### src/mme_pkg.sv
// Shared types and codes for the matrix multiply engine.
// Used by every module of the block but mme_ram; depends on nothing.
package mme_pkg;

	localparam int IDX_W   = 3;
	localparam int DIM_W   = 4;
	localparam int VALUE_W = 16;
	localparam int SUM_W   = 36;

	localparam logic [1:0] OP_WRITE_A = 2'd0;
	localparam logic [1:0] OP_WRITE_B = 2'd1;
	localparam logic [1:0] OP_MULT    = 2'd2;

	localparam logic [1:0] REG_A_ROWS = 2'd0;
	localparam logic [1:0] REG_A_COLS = 2'd1;
	localparam logic [1:0] REG_B_ROWS = 2'd2;
	localparam logic [1:0] REG_B_COLS = 2'd3;

	typedef enum logic [1:0] {
		STAT_DONE,
		STAT_RANGE,
		STAT_MISMATCH,
		STAT_PRODUCT
	} status_t;

	typedef enum logic [1:0] {
		CMD_WRITE_A,
		CMD_WRITE_B,
		CMD_STATUS,
		CMD_MULT
	} cmd_kind_t;

	typedef struct packed {
		logic [DIM_W-1:0] a_rows;
		logic [DIM_W-1:0] a_cols;
		logic [DIM_W-1:0] b_rows;
		logic [DIM_W-1:0] b_cols;
	} cfg_t;

	// Work handed from the front to the back. Dimensions are already clamped.
	typedef struct packed {
		cmd_kind_t          kind;
		status_t            status;
		logic [IDX_W-1:0]   row;
		logic [IDX_W-1:0]   col;
		logic [VALUE_W-1:0] value;
		logic [DIM_W-1:0]   m;
		logic [DIM_W-1:0]   n;
		logic [DIM_W-1:0]   p;
	} cmd_t;

endpackage

### src/mme_ram.sv
// Generic single-write, single-read RAM with a registered read port.
// Stands alone; no package needed.
module mme_ram #(
	parameter int WIDTH = 16,
	parameter int DEPTH = 64
) (
	input  logic                                  clk,
	input  logic                                  we,
	input  logic [(DEPTH > 1 ? $clog2(DEPTH) : 1)-1:0] waddr,
	input  logic [WIDTH-1:0]                      wdata,
	input  logic [(DEPTH > 1 ? $clog2(DEPTH) : 1)-1:0] raddr,
	output logic [WIDTH-1:0]                      rdata
);

	logic [WIDTH-1:0] mem_q [DEPTH];

	always_ff @(posedge clk) begin
		if (we) begin
			mem_q[waddr] <= wdata;
		end
		rdata <= mem_q[raddr];
	end

endmodule

### src/mme_front.sv
// Front end: takes input words, clamps the sizes, checks ranges and size agreement,
// and registers one command per kept word for the queue. Depends on mme_pkg.
module mme_front import mme_pkg::*; #(
	parameter int MAX_DIM = 8
) (
	input  logic               clk,
	input  logic               arst_n,
	input  cfg_t               cfg,
	input  logic               in_valid,
	output logic               in_ready,
	input  logic [1:0]         op,
	input  logic [IDX_W-1:0]   row,
	input  logic [IDX_W-1:0]   col,
	input  logic [VALUE_W-1:0] value,
	output logic               cmd_valid,
	input  logic               cmd_ready,
	output cmd_t               cmd
);

	localparam logic [DIM_W-1:0] MAX_D = DIM_W'(MAX_DIM);

	function automatic logic [DIM_W-1:0] eff_dim(input logic [DIM_W-1:0] r);
		logic [DIM_W-1:0] d;
		if (r == '0) begin
			d = DIM_W'(1);
		end else if (r > MAX_D) begin
			d = MAX_D;
		end else begin
			d = r;
		end
		return d;
	endfunction

	logic [DIM_W-1:0] ar, ac, br, bc;
	logic             a_in, b_in;
	logic             keep;
	cmd_t             nxt;
	logic             vld_s1;
	cmd_t             cmd_s1;

	assign ar = eff_dim(cfg.a_rows);
	assign ac = eff_dim(cfg.a_cols);
	assign br = eff_dim(cfg.b_rows);
	assign bc = eff_dim(cfg.b_cols);

	assign a_in = ({1'b0, row} < ar) && ({1'b0, col} < ac);
	assign b_in = ({1'b0, row} < br) && ({1'b0, col} < bc);

	always_comb begin
		nxt        = '0;
		nxt.row    = row;
		nxt.col    = col;
		nxt.value  = value;
		nxt.m      = ar;
		nxt.n      = ac;
		nxt.p      = bc;
		nxt.kind   = CMD_STATUS;
		nxt.status = STAT_RANGE;
		keep       = 1'b1;
		case (op)
			OP_WRITE_A: begin
				if (a_in) begin
					nxt.kind = CMD_WRITE_A;
				end
			end
			OP_WRITE_B: begin
				if (b_in) begin
					nxt.kind = CMD_WRITE_B;
				end
			end
			OP_MULT: begin
				if (ac != br) begin
					nxt.status = STAT_MISMATCH;
				end else begin
					nxt.kind = CMD_MULT;
				end
			end
			default: begin
				// The unused selector is taken and dropped.
				keep = 1'b0;
			end
		endcase
	end

	assign in_ready  = !vld_s1 || cmd_ready;
	assign cmd_valid = vld_s1;
	assign cmd       = cmd_s1;

	always_ff @(posedge clk or negedge arst_n) begin
		if (!arst_n) begin
			vld_s1 <= 1'b0;
		end else if (in_valid && in_ready) begin
			vld_s1 <= keep;
		end else if (cmd_ready) begin
			vld_s1 <= 1'b0;
		end
	end

	always_ff @(posedge clk) begin
		if (in_valid && in_ready) begin
			cmd_s1 <= nxt;
		end
	end

endmodule

### src/mme_queue.sv
// Short command queue between the front end and the execution back end.
// Depends on mme_pkg for the command type.
module mme_queue import mme_pkg::*; (
	input  logic clk,
	input  logic arst_n,
	input  logic push_valid,
	output logic push_ready,
	input  cmd_t push_data,
	output logic pop_valid,
	input  logic pop_ready,
	output cmd_t pop_data
);

	localparam int DEPTH = 4;
	localparam int PW    = $clog2(DEPTH);

	cmd_t          buf_q [DEPTH];
	logic [PW-1:0] wr_ptr_q, rd_ptr_q;
	logic [PW:0]   count_q;
	logic          push, pop;

	assign push_ready = (count_q != (PW + 1)'(DEPTH));
	assign pop_valid  = (count_q != '0);
	assign pop_data   = buf_q[rd_ptr_q];
	assign push       = push_valid && push_ready;
	assign pop        = pop_valid && pop_ready;

	always_ff @(posedge clk or negedge arst_n) begin
		if (!arst_n) begin
			wr_ptr_q <= '0;
			rd_ptr_q <= '0;
			count_q  <= '0;
		end else begin
			if (push) begin
				wr_ptr_q <= wr_ptr_q + 1'b1;
			end
			if (pop) begin
				rd_ptr_q <= rd_ptr_q + 1'b1;
			end
			if (push && !pop) begin
				count_q <= count_q + 1'b1;
			end else if (pop && !push) begin
				count_q <= count_q - 1'b1;
			end
		end
	end

	always_ff @(posedge clk) begin
		if (push) begin
			buf_q[wr_ptr_q] <= push_data;
		end
	end

endmodule

### src/mme_back.sv
// Back end: element stores, write execution, the multiply-accumulate
// sequencer and the result register. Depends on mme_pkg and mme_ram.
module mme_back import mme_pkg::*; #(
	parameter int MAX_DIM    = 8,
	parameter int ELEM_WIDTH = 16
) (
	input  logic             clk,
	input  logic             arst_n,
	input  logic             cmd_valid,
	output logic             cmd_ready,
	input  cmd_t             cmd,
	output logic             out_valid,
	input  logic             out_ready,
	output status_t          out_status,
	output logic [IDX_W-1:0] out_row,
	output logic [IDX_W-1:0] out_col,
	output logic [SUM_W-1:0] out_sum,
	output logic             out_last
);

	localparam int DEPTH  = MAX_DIM * MAX_DIM;
	localparam int AW     = (DEPTH > 1) ? $clog2(DEPTH) : 1;
	localparam int PROD_W = 2 * ELEM_WIDTH;
	localparam int EXT_W  = (PROD_W > SUM_W) ? PROD_W : SUM_W;

	typedef enum logic [1:0] {
		S_IDLE,
		S_ISSUE,
		S_WAIT
	} state_t;

	state_t                  state_q;
	logic [IDX_W-1:0]        i_q, j_q, k_q;
	logic [DIM_W-1:0]        m_q, n_q, p_q;
	logic [DEPTH-1:0]        a_vld_q, b_vld_q;
	logic                    vld_s1, first_s1, last_s1, aok_s1, bok_s1;
	logic                    vld_s2, first_s2, last_s2;
	logic signed [PROD_W-1:0] prod_s2;
	logic [SUM_W-1:0]        acc_q;
	logic                    done_q;
	logic                    out_valid_q;
	status_t                 out_status_q;
	logic [IDX_W-1:0]        out_row_q, out_col_q;
	logic [SUM_W-1:0]        out_sum_q;
	logic                    out_last_q;

	logic                    out_free, start, wr_a, wr_b, issue, k_last;
	logic                    out_take_cmd, out_take_prod;
	logic [AW-1:0]           wr_addr, rd_addr_a, rd_addr_b;
	logic [ELEM_WIDTH-1:0]   wr_data, rdata_a, rdata_b, a_elem, b_elem;
	logic signed [EXT_W-1:0] prod_ext;

	assign out_free  = !out_valid_q || out_ready;
	assign start     = (state_q == S_IDLE) && cmd_valid && out_free;
	assign cmd_ready = start;
	assign wr_a      = start && (cmd.kind == CMD_WRITE_A);
	assign wr_b      = start && (cmd.kind == CMD_WRITE_B);
	assign issue     = (state_q == S_ISSUE);
	assign k_last    = ({1'b0, k_q} == n_q - 1'b1);

	// A write or status command loads the result register at once; a product
	// element loads it once its sum has settled and the register is free.
	assign out_take_cmd  = start && (cmd.kind != CMD_MULT);
	assign out_take_prod = (state_q == S_WAIT) && done_q && out_free;

	assign wr_addr   = AW'(32'(cmd.row) * MAX_DIM + 32'(cmd.col));
	assign rd_addr_a = AW'(32'(i_q) * MAX_DIM + 32'(k_q));
	assign rd_addr_b = AW'(32'(k_q) * MAX_DIM + 32'(j_q));
	assign wr_data   = ELEM_WIDTH'(cmd.value);

	mme_ram #(.WIDTH(ELEM_WIDTH), .DEPTH(DEPTH)) u_a_ram (
		.clk  (clk),
		.we   (wr_a),
		.waddr(wr_addr),
		.wdata(wr_data),
		.raddr(rd_addr_a),
		.rdata(rdata_a)
	);

	mme_ram #(.WIDTH(ELEM_WIDTH), .DEPTH(DEPTH)) u_b_ram (
		.clk  (clk),
		.we   (wr_b),
		.waddr(wr_addr),
		.wdata(wr_data),
		.raddr(rd_addr_b),
		.rdata(rdata_b)
	);

	// An entry never written since reset reads as zero.
	assign a_elem   = aok_s1 ? rdata_a : '0;
	assign b_elem   = bok_s1 ? rdata_b : '0;
	assign prod_ext = EXT_W'(prod_s2);

	always_ff @(posedge clk or negedge arst_n) begin
		if (!arst_n) begin
			state_q      <= S_IDLE;
			i_q          <= '0;
			j_q          <= '0;
			k_q          <= '0;
			m_q          <= '0;
			n_q          <= '0;
			p_q          <= '0;
			a_vld_q      <= '0;
			b_vld_q      <= '0;
			vld_s1       <= 1'b0;
			vld_s2       <= 1'b0;
			done_q       <= 1'b0;
			out_valid_q  <= 1'b0;
			out_status_q <= STAT_DONE;
			out_row_q    <= '0;
			out_col_q    <= '0;
			out_sum_q    <= '0;
			out_last_q   <= 1'b0;
		end else begin
			vld_s1 <= issue;
			vld_s2 <= vld_s1;
			if (vld_s2 && last_s2) begin
				done_q <= 1'b1;
			end else if (out_take_prod) begin
				done_q <= 1'b0;
			end
			if (out_take_cmd || out_take_prod) begin
				out_valid_q <= 1'b1;
			end else if (out_ready) begin
				out_valid_q <= 1'b0;
			end
			if (wr_a) begin
				a_vld_q[wr_addr] <= 1'b1;
			end
			if (wr_b) begin
				b_vld_q[wr_addr] <= 1'b1;
			end
			case (state_q)
				S_IDLE: begin
					if (start) begin
						if (cmd.kind == CMD_MULT) begin
							m_q     <= cmd.m;
							n_q     <= cmd.n;
							p_q     <= cmd.p;
							i_q     <= '0;
							j_q     <= '0;
							k_q     <= '0;
							state_q <= S_ISSUE;
						end else begin
							out_status_q <= (cmd.kind == CMD_STATUS) ? cmd.status : STAT_DONE;
							out_row_q    <= '0;
							out_col_q    <= '0;
							out_sum_q    <= '0;
							out_last_q   <= 1'b1;
						end
					end
				end
				S_ISSUE: begin
					if (k_last) begin
						k_q     <= '0;
						state_q <= S_WAIT;
					end else begin
						k_q <= k_q + 1'b1;
					end
				end
				S_WAIT: begin
					if (out_take_prod) begin
						out_status_q <= STAT_PRODUCT;
						out_row_q    <= i_q;
						out_col_q    <= j_q;
						out_sum_q    <= acc_q;
						out_last_q   <= ({1'b0, i_q} == m_q - 1'b1)
							&& ({1'b0, j_q} == p_q - 1'b1);
						if ({1'b0, j_q} == p_q - 1'b1) begin
							j_q <= '0;
							if ({1'b0, i_q} == m_q - 1'b1) begin
								state_q <= S_IDLE;
							end else begin
								i_q     <= i_q + 1'b1;
								state_q <= S_ISSUE;
							end
						end else begin
							j_q     <= j_q + 1'b1;
							state_q <= S_ISSUE;
						end
					end
				end
				default: begin
					state_q <= S_IDLE;
				end
			endcase
		end
	end

	// Multiply-accumulate datapath: read, multiply, accumulate.
	always_ff @(posedge clk) begin
		first_s1 <= (k_q == '0);
		last_s1  <= k_last;
		aok_s1   <= a_vld_q[rd_addr_a];
		bok_s1   <= b_vld_q[rd_addr_b];
		first_s2 <= first_s1;
		last_s2  <= last_s1;
		prod_s2  <= $signed(a_elem) * $signed(b_elem);
		if (vld_s2) begin
			acc_q <= first_s2 ? prod_ext[SUM_W-1:0] : acc_q + prod_ext[SUM_W-1:0];
		end
	end

	assign out_valid  = out_valid_q;
	assign out_status = out_status_q;
	assign out_row    = out_row_q;
	assign out_col    = out_col_q;
	assign out_sum    = out_sum_q;
	assign out_last   = out_last_q;

endmodule

### src/matrix_multiply_engine.sv
// Matrix multiply engine: element loads into two stores, full-precision product.
// A load or an error word passes through the front register, the command queue and
// the result register; loads sustain one word per cycle while the receiver is ready
// and no multiply runs. Product elements are summed one at a time on the single
// multiply-accumulate unit. Reset is asynchronous, active low: sizes return to 8
// and every element reads as zero until it is written again.
module matrix_multiply_engine import mme_pkg::*; #(
	parameter int MAX_DIM    = 8,
	parameter int ELEM_WIDTH = 16
) (
	input  logic             clk,
	input  logic             arst_n,
	input  logic             cfg_we,
	input  logic [1:0]       cfg_index,
	input  logic [DIM_W-1:0] cfg_data,
	input  logic             s_tvalid,
	output logic             s_tready,
	input  logic [23:0]      s_tdata,  // row[2:0], col[5:3], value[21:6], zero fill
	input  logic [1:0]       s_tuser,  // op[1:0]
	output logic             m_tvalid,
	input  logic             m_tready,
	output logic [47:0]      m_tdata,  // out_row[2:0], out_col[5:3], sum[41:6], zero fill
	output logic [1:0]       m_tuser,  // status[1:0]
	output logic             m_tlast
);

	cfg_t             cfg_q;
	logic             f_valid, f_ready, q_valid, q_ready;
	cmd_t             f_cmd, q_cmd;
	status_t          st;
	logic [IDX_W-1:0] o_row, o_col;
	logic [SUM_W-1:0] o_sum;

	always_ff @(posedge clk or negedge arst_n) begin
		if (!arst_n) begin
			cfg_q.a_rows <= DIM_W'(8);
			cfg_q.a_cols <= DIM_W'(8);
			cfg_q.b_rows <= DIM_W'(8);
			cfg_q.b_cols <= DIM_W'(8);
		end else if (cfg_we) begin
			case (cfg_index)
				REG_A_ROWS: cfg_q.a_rows <= cfg_data;
				REG_A_COLS: cfg_q.a_cols <= cfg_data;
				REG_B_ROWS: cfg_q.b_rows <= cfg_data;
				REG_B_COLS: cfg_q.b_cols <= cfg_data;
				default: begin
				end
			endcase
		end
	end

	mme_front #(.MAX_DIM(MAX_DIM)) u_front (
		.clk      (clk),
		.arst_n   (arst_n),
		.cfg      (cfg_q),
		.in_valid (s_tvalid),
		.in_ready (s_tready),
		.op       (s_tuser),
		.row      (s_tdata[2:0]),
		.col      (s_tdata[5:3]),
		.value    (s_tdata[21:6]),
		.cmd_valid(f_valid),
		.cmd_ready(f_ready),
		.cmd      (f_cmd)
	);

	mme_queue u_queue (
		.clk       (clk),
		.arst_n    (arst_n),
		.push_valid(f_valid),
		.push_ready(f_ready),
		.push_data (f_cmd),
		.pop_valid (q_valid),
		.pop_ready (q_ready),
		.pop_data  (q_cmd)
	);

	mme_back #(.MAX_DIM(MAX_DIM), .ELEM_WIDTH(ELEM_WIDTH)) u_back (
		.clk       (clk),
		.arst_n    (arst_n),
		.cmd_valid (q_valid),
		.cmd_ready (q_ready),
		.cmd       (q_cmd),
		.out_valid (m_tvalid),
		.out_ready (m_tready),
		.out_status(st),
		.out_row   (o_row),
		.out_col   (o_col),
		.out_sum   (o_sum),
		.out_last  (m_tlast)
	);

	assign m_tuser = st;
	assign m_tdata = {6'b0, o_sum, o_col, o_row};

endmodule

### config.mk
export PLATFORM = sky130hd
export DESIGN_NAME = matrix_multiply_engine
export DESIGN_NICKNAME = d
export VERILOG_FILES = /design/src/mme_pkg.sv /design/src/mme_ram.sv /design/src/mme_front.sv /design/src/mme_queue.sv /design/src/mme_back.sv /design/src/matrix_multiply_engine.sv
export SDC_FILE = /design/constraint.sdc
export NUM_CORES = 2
export LEC_CHECK = 0
export BUFFER_PORTS_ARGS = -buffer_cell sky130_fd_sc_hd__buf_2
export CORE_MARGIN = 4
export CORE_UTILIZATION = 50
export DETAILED_ROUTE_END_ITERATION = 10
export MAX_ROUTING_LAYER = met4
export PLACE_DENSITY = 0.65
export SLEW_MARGIN = 20
export SYNTH_ARGS = -nofsm -noshare
export SYNTH_HDL_FRONTEND = slang
export SYNTH_HIERARCHICAL = 1
export SYNTH_SLANG_ARGS = --single-unit
### constraint.sdc
create_clock -name clk -period 8.8 [get_ports clk]
set_input_delay 0.44 -clock clk [delete_from_list [all_inputs] [get_ports clk]]
set_output_delay 0.44 -clock clk [all_outputs]
set_load 0.01 [all_outputs]
==> results by group <==
Synthesis
  • Yosys reg bits: 2,568
  • Mapped cell area: 0.1107 sq mm
  • Register area share after synthesis: 68.02%
  • Cells after Synth: 6,200
  • Avg Cell Area, Syn: 17.85 sq um
  • EDFF count, synth: 2,274
  • Yosys warns: 6
  • Library cells used by synthesis: 107
  • Asr flop ratio synth: 8.723%
  • Prevailing post-synth register cell: edfxtp_1

Routing
  • Routed WL: 258,400 um
  • DR iter-0 viols: 5,832
  • DRC Markers: 0
  • Routed vias: 57,650
  • Post-route ant nets: 0
  • First-pass DRT Iterations: 6
  • Wire per inst: 26.74 um
  • Vias per inst: 5.965

Status
  • Outcome: completed

Power
  • Int Pwr: 26.10 mW
  • Switching fraction of total power: 32.26%
  • Sw power: 12.43 mW
  • Sequential power share: 43.1%
  • Power Dens Cells: 311.8 mW/mm^2
  • Clock Power Share: 28.4%
  • Maximum vdd drop: 0.0003277 V
  • Comb pwr share: 28.5%
  • Leak: 42.87 nW

Final layout
  • Post-route cell area: 0.1235 sq mm
  • Nets: 6,935
  • Share of cells above drive strength 1: 20.08%
  • Area occupied by multi-input gates: 0.03221 sq mm
  • Register area: 0.07532 sq mm
  • Util after Layout: 56.17%
  • Non-Filler Instances: 9,664
  • Area growth from synthesis to layout: 11.60%
  • Fill cells: 16,900

Placed design
  • PortBufs: 81
  • Cell Count Post-Placement: 9,135
  • HPWL after DPL: 159,000 um
  • Post-Place Setup Slack: 1.265 ns
  • Routability cong.: 0.9295
  • Dpl cell area: 0.1146 sq mm

Worst hold path
  • HP Class: in -> async

Die
  • I/O Pins: 90
  • Die Footprint: 0.2290 sq mm
  • Initial Util: 50.33%
  • Chip Width: 478.5 um
  • Site Rows: 172
  • Core area: 0.2199 sq mm
  • Die height: 478.5 um

Clock tree
  • CTS tree: done
  • Worst-skew pair later-pin latency: 0.92 ns
  • Hold-fix buffers, CTS: 34
  • CTS Root Cell: clkbuf_16
  • CTS sink count: 2,568
  • H-tree level count: 5
  • CTS Buffer Depth: 4
  • CTS resizes: 0
  • Post-CTS setup buffers: 0
  • CTS buffer count: 281
  • Clock slew at reported path FFs: 0.06 ns

GRT
  • Largest net degree at the start of global routing: 138
  • Gr usage total: 23.23%
  • Gr ovfl total: 0
  • First-pass GRT wire length: 386,700 um
  • Vias in the first global route: 58,940
  • Antenna violations before repair: 10

Setup path
  • Setup crit start kind: flop
  • Flop2flop setup slack: 1.14 ns
  • Critical path arrival: 8.38 ns
  • Critical Path End Type: flop
  • Crit Path Max Fanout: 24
  • FF-to-FF path depth: 18
  • WS Path Type: reg -> reg
  • Critical Path RT: 9.53 ns

Timing
  • Setup Skew: 0.05874 ns
  • Slew HR: 24.39%
  • Final max-slew violation count: 0
  • Tmin final: 7.658 ns
  • Hold Fails Final Rpt: 0
  • F_max: 130.6 MHz
  • Worst-Margin Slew: 1.134 ns
  • RSZ-0062 raised after global routing: no
  • PnR worst setup slack: 1.142 ns
  • Setup-failing EPs final: 0
  • TNS Setup: 0 ns
  • Final Cycle Share: 87.02%

Run
  • # Max-Cap Violations: 0
==> cells in the mapped netlist, drive strengths merged, types with 81 or more instances <==
| cell | number | area share [%] |
|---|---|---|
| nand2 | 340 | 1.2 |
| clkbuf | 126 | 0.44 |
| buf | 188 | 1.3 |
| mux2i | 173 | 1.6 |
| a21oi | 86 | 0.42 |
| nor2 | 336 | 1.2 |
| a21o | 84 | 0.57 |
| fa | 264 | 4.8 |
| a22oi | 82 | 0.56 |
| inv | 359 | 1.2 |
| mux4 | 528 | 11 |
| edfxtp | 2274 | 62 |
| mux2 | 81 | 0.82 |
| nand3 | 84 | 0.38 |
| ha | 137 | 1.5 |
| dfrtp | 220 | 5.0 |
| o21ai | 84 | 0.40 |
==> cell type report <==
| cell class | count | area share (%) |
|---|---|---|
| Clock buffer | 370 | 6.073 |
| Sequential cell | 2568 | 60.97 |
| Multi-Input combinational cell | 2960 | 26.08 |
| Inverter | 363 | 1.103 |
| Tap cell | 2958 | 2.996 |
| Antenna cell | 9 | 0.01823 |
| Clock inverter | 113 | 0.7667 |
| Timing Repair Buffer | 323 | 1.995 |
==> per-stage QoR <==
| step | hold slack (ns) | power [mW] |
|---|---|---|
| 5_1_grt | 0.02273 | 40.14 |
| 6_report | 0.02917 | 38.53 |
| 3_3_place_gp | 0.3140 | 27.61 |
| 2_1_floorplan | 0.1444 | 23.92 |
| 3_5_place_dp | 0.3211 | 27.88 |
| 4_1_cts | 0.05448 | 38.87 |
==> layer usage <==
layer	GRT usage [%]	part of all wire (%)	vias up
met3	3.724	6.6	502
met2	36.40	49	2062
li1	-	-	24550
met5	-	0	-
met4	6.982	3.2	0
met1	31.80	41	30540
==> cell families (layout without fill, tap and decap cells) <==
kind of cell	after synthesis	after routing	synth area share, %
fa+ha+maj	401	401	6.323
compound gates	676	676	4.564
mux	782	782	13.16
xor+xnor	86	86	0.6804
buf+inv	677	1169	3.019
other cells	1	15	0.003388
simple gates	1009	1009	4.231
flops	2568	2568	68.02
==> critical path, stage by stage (launching register included) <==
cell	delay (ns)
dfxtp_1	0.74
buf_4	0.40
nand2_1	0.46
nor2_1	0.30
fa_1	0.46
fa_1	0.54
fa_1	0.56
fa_1	0.54
fa_1	0.56
inv_1	0.06
fa_1	0.53
inv_1	0.04
ha_1	0.36
nand3_1	0.16
or4_1	0.54
o31ai_1	0.61
a21oi_1	0.24
o21ai_1	0.25
o311ai_0	0.16
==> power groups by stage <==
stage / clock (mW) / sequential [mW] / combinational, mW
finish: 10.9 / 16.6 / 11.0
global route: 11.7 / 16.7 / 11.7
CTS: 11.2 / 16.6 / 11.1
detailed placement: 0 / 16.9 / 11.0
global placement: 0 / 16.8 / 10.8
floorplan: 0 / 16.6 / 7.34
==> sequential cells by signal, summed over array words and instances, names as in the netlist, 4 cells and up <==
name,flops
cfg_q,16
u_back/prod_s2,32
u_back/b_vld_q,64
u_back/a_vld_q,64
u_back/u_a_ram/rdata,16
u_back/p_q,4
u_back/u_b_ram/rdata,16
u_back/m_q,4
u_back/n_q,4
u_back/u_a_ram/mem_q,1024
u_back/out_sum,36
u_front/cmd,38
u_back/u_b_ram/mem_q,1024
u_back/acc_q,36
u_queue/buf_q,152
==> cell usage in the layout (no fill, tap or decap), drive strengths merged, types with 28 or more instances in the layout <==
cell type / synthesis / routed
a22oi: 82 / 82
xor2: 28 / 28
mux2i: 173 / 173
fa: 264 / 264
xnor2: 58 / 58
edfxtp: 2274 / 2274
nor2b: 72 / 72
nand3: 84 / 84
clkinv: 4 / 87
mux4: 528 / 528
dfrtp: 220 / 220
nand2: 340 / 340
a22o: 56 / 56
dlygate4sd3: 0 / 34
ha: 137 / 137
clkbuf: 126 / 370
o21ai: 84 / 84
o21bai: 71 / 71
and2: 38 / 38
nand4: 32 / 32
mux2: 81 / 81
nor2: 336 / 336
dfxtp: 70 / 70
a21o: 84 / 84
a221oi: 34 / 34
inv: 359 / 369
buf: 188 / 289
a21oi: 86 / 86
==> worst paths after layout <==
path / startpoint / endpoint
worst max register to register: u_back/bok_s1 / u_back/prod_s2[25]
worst min-delay path: arst_n / u_back/out_last
min in group clk: s_tuser[1] / u_front/cmd[37]
max in group asynchronous: arst_n / u_back/a_vld_q[52]
worst min register to register: u_back/first_s1 / u_back/first_s2
worst max-delay path: u_back/bok_s1 / u_back/prod_s2[25]
No activity file was read; power rests on OpenSTA's default activity.
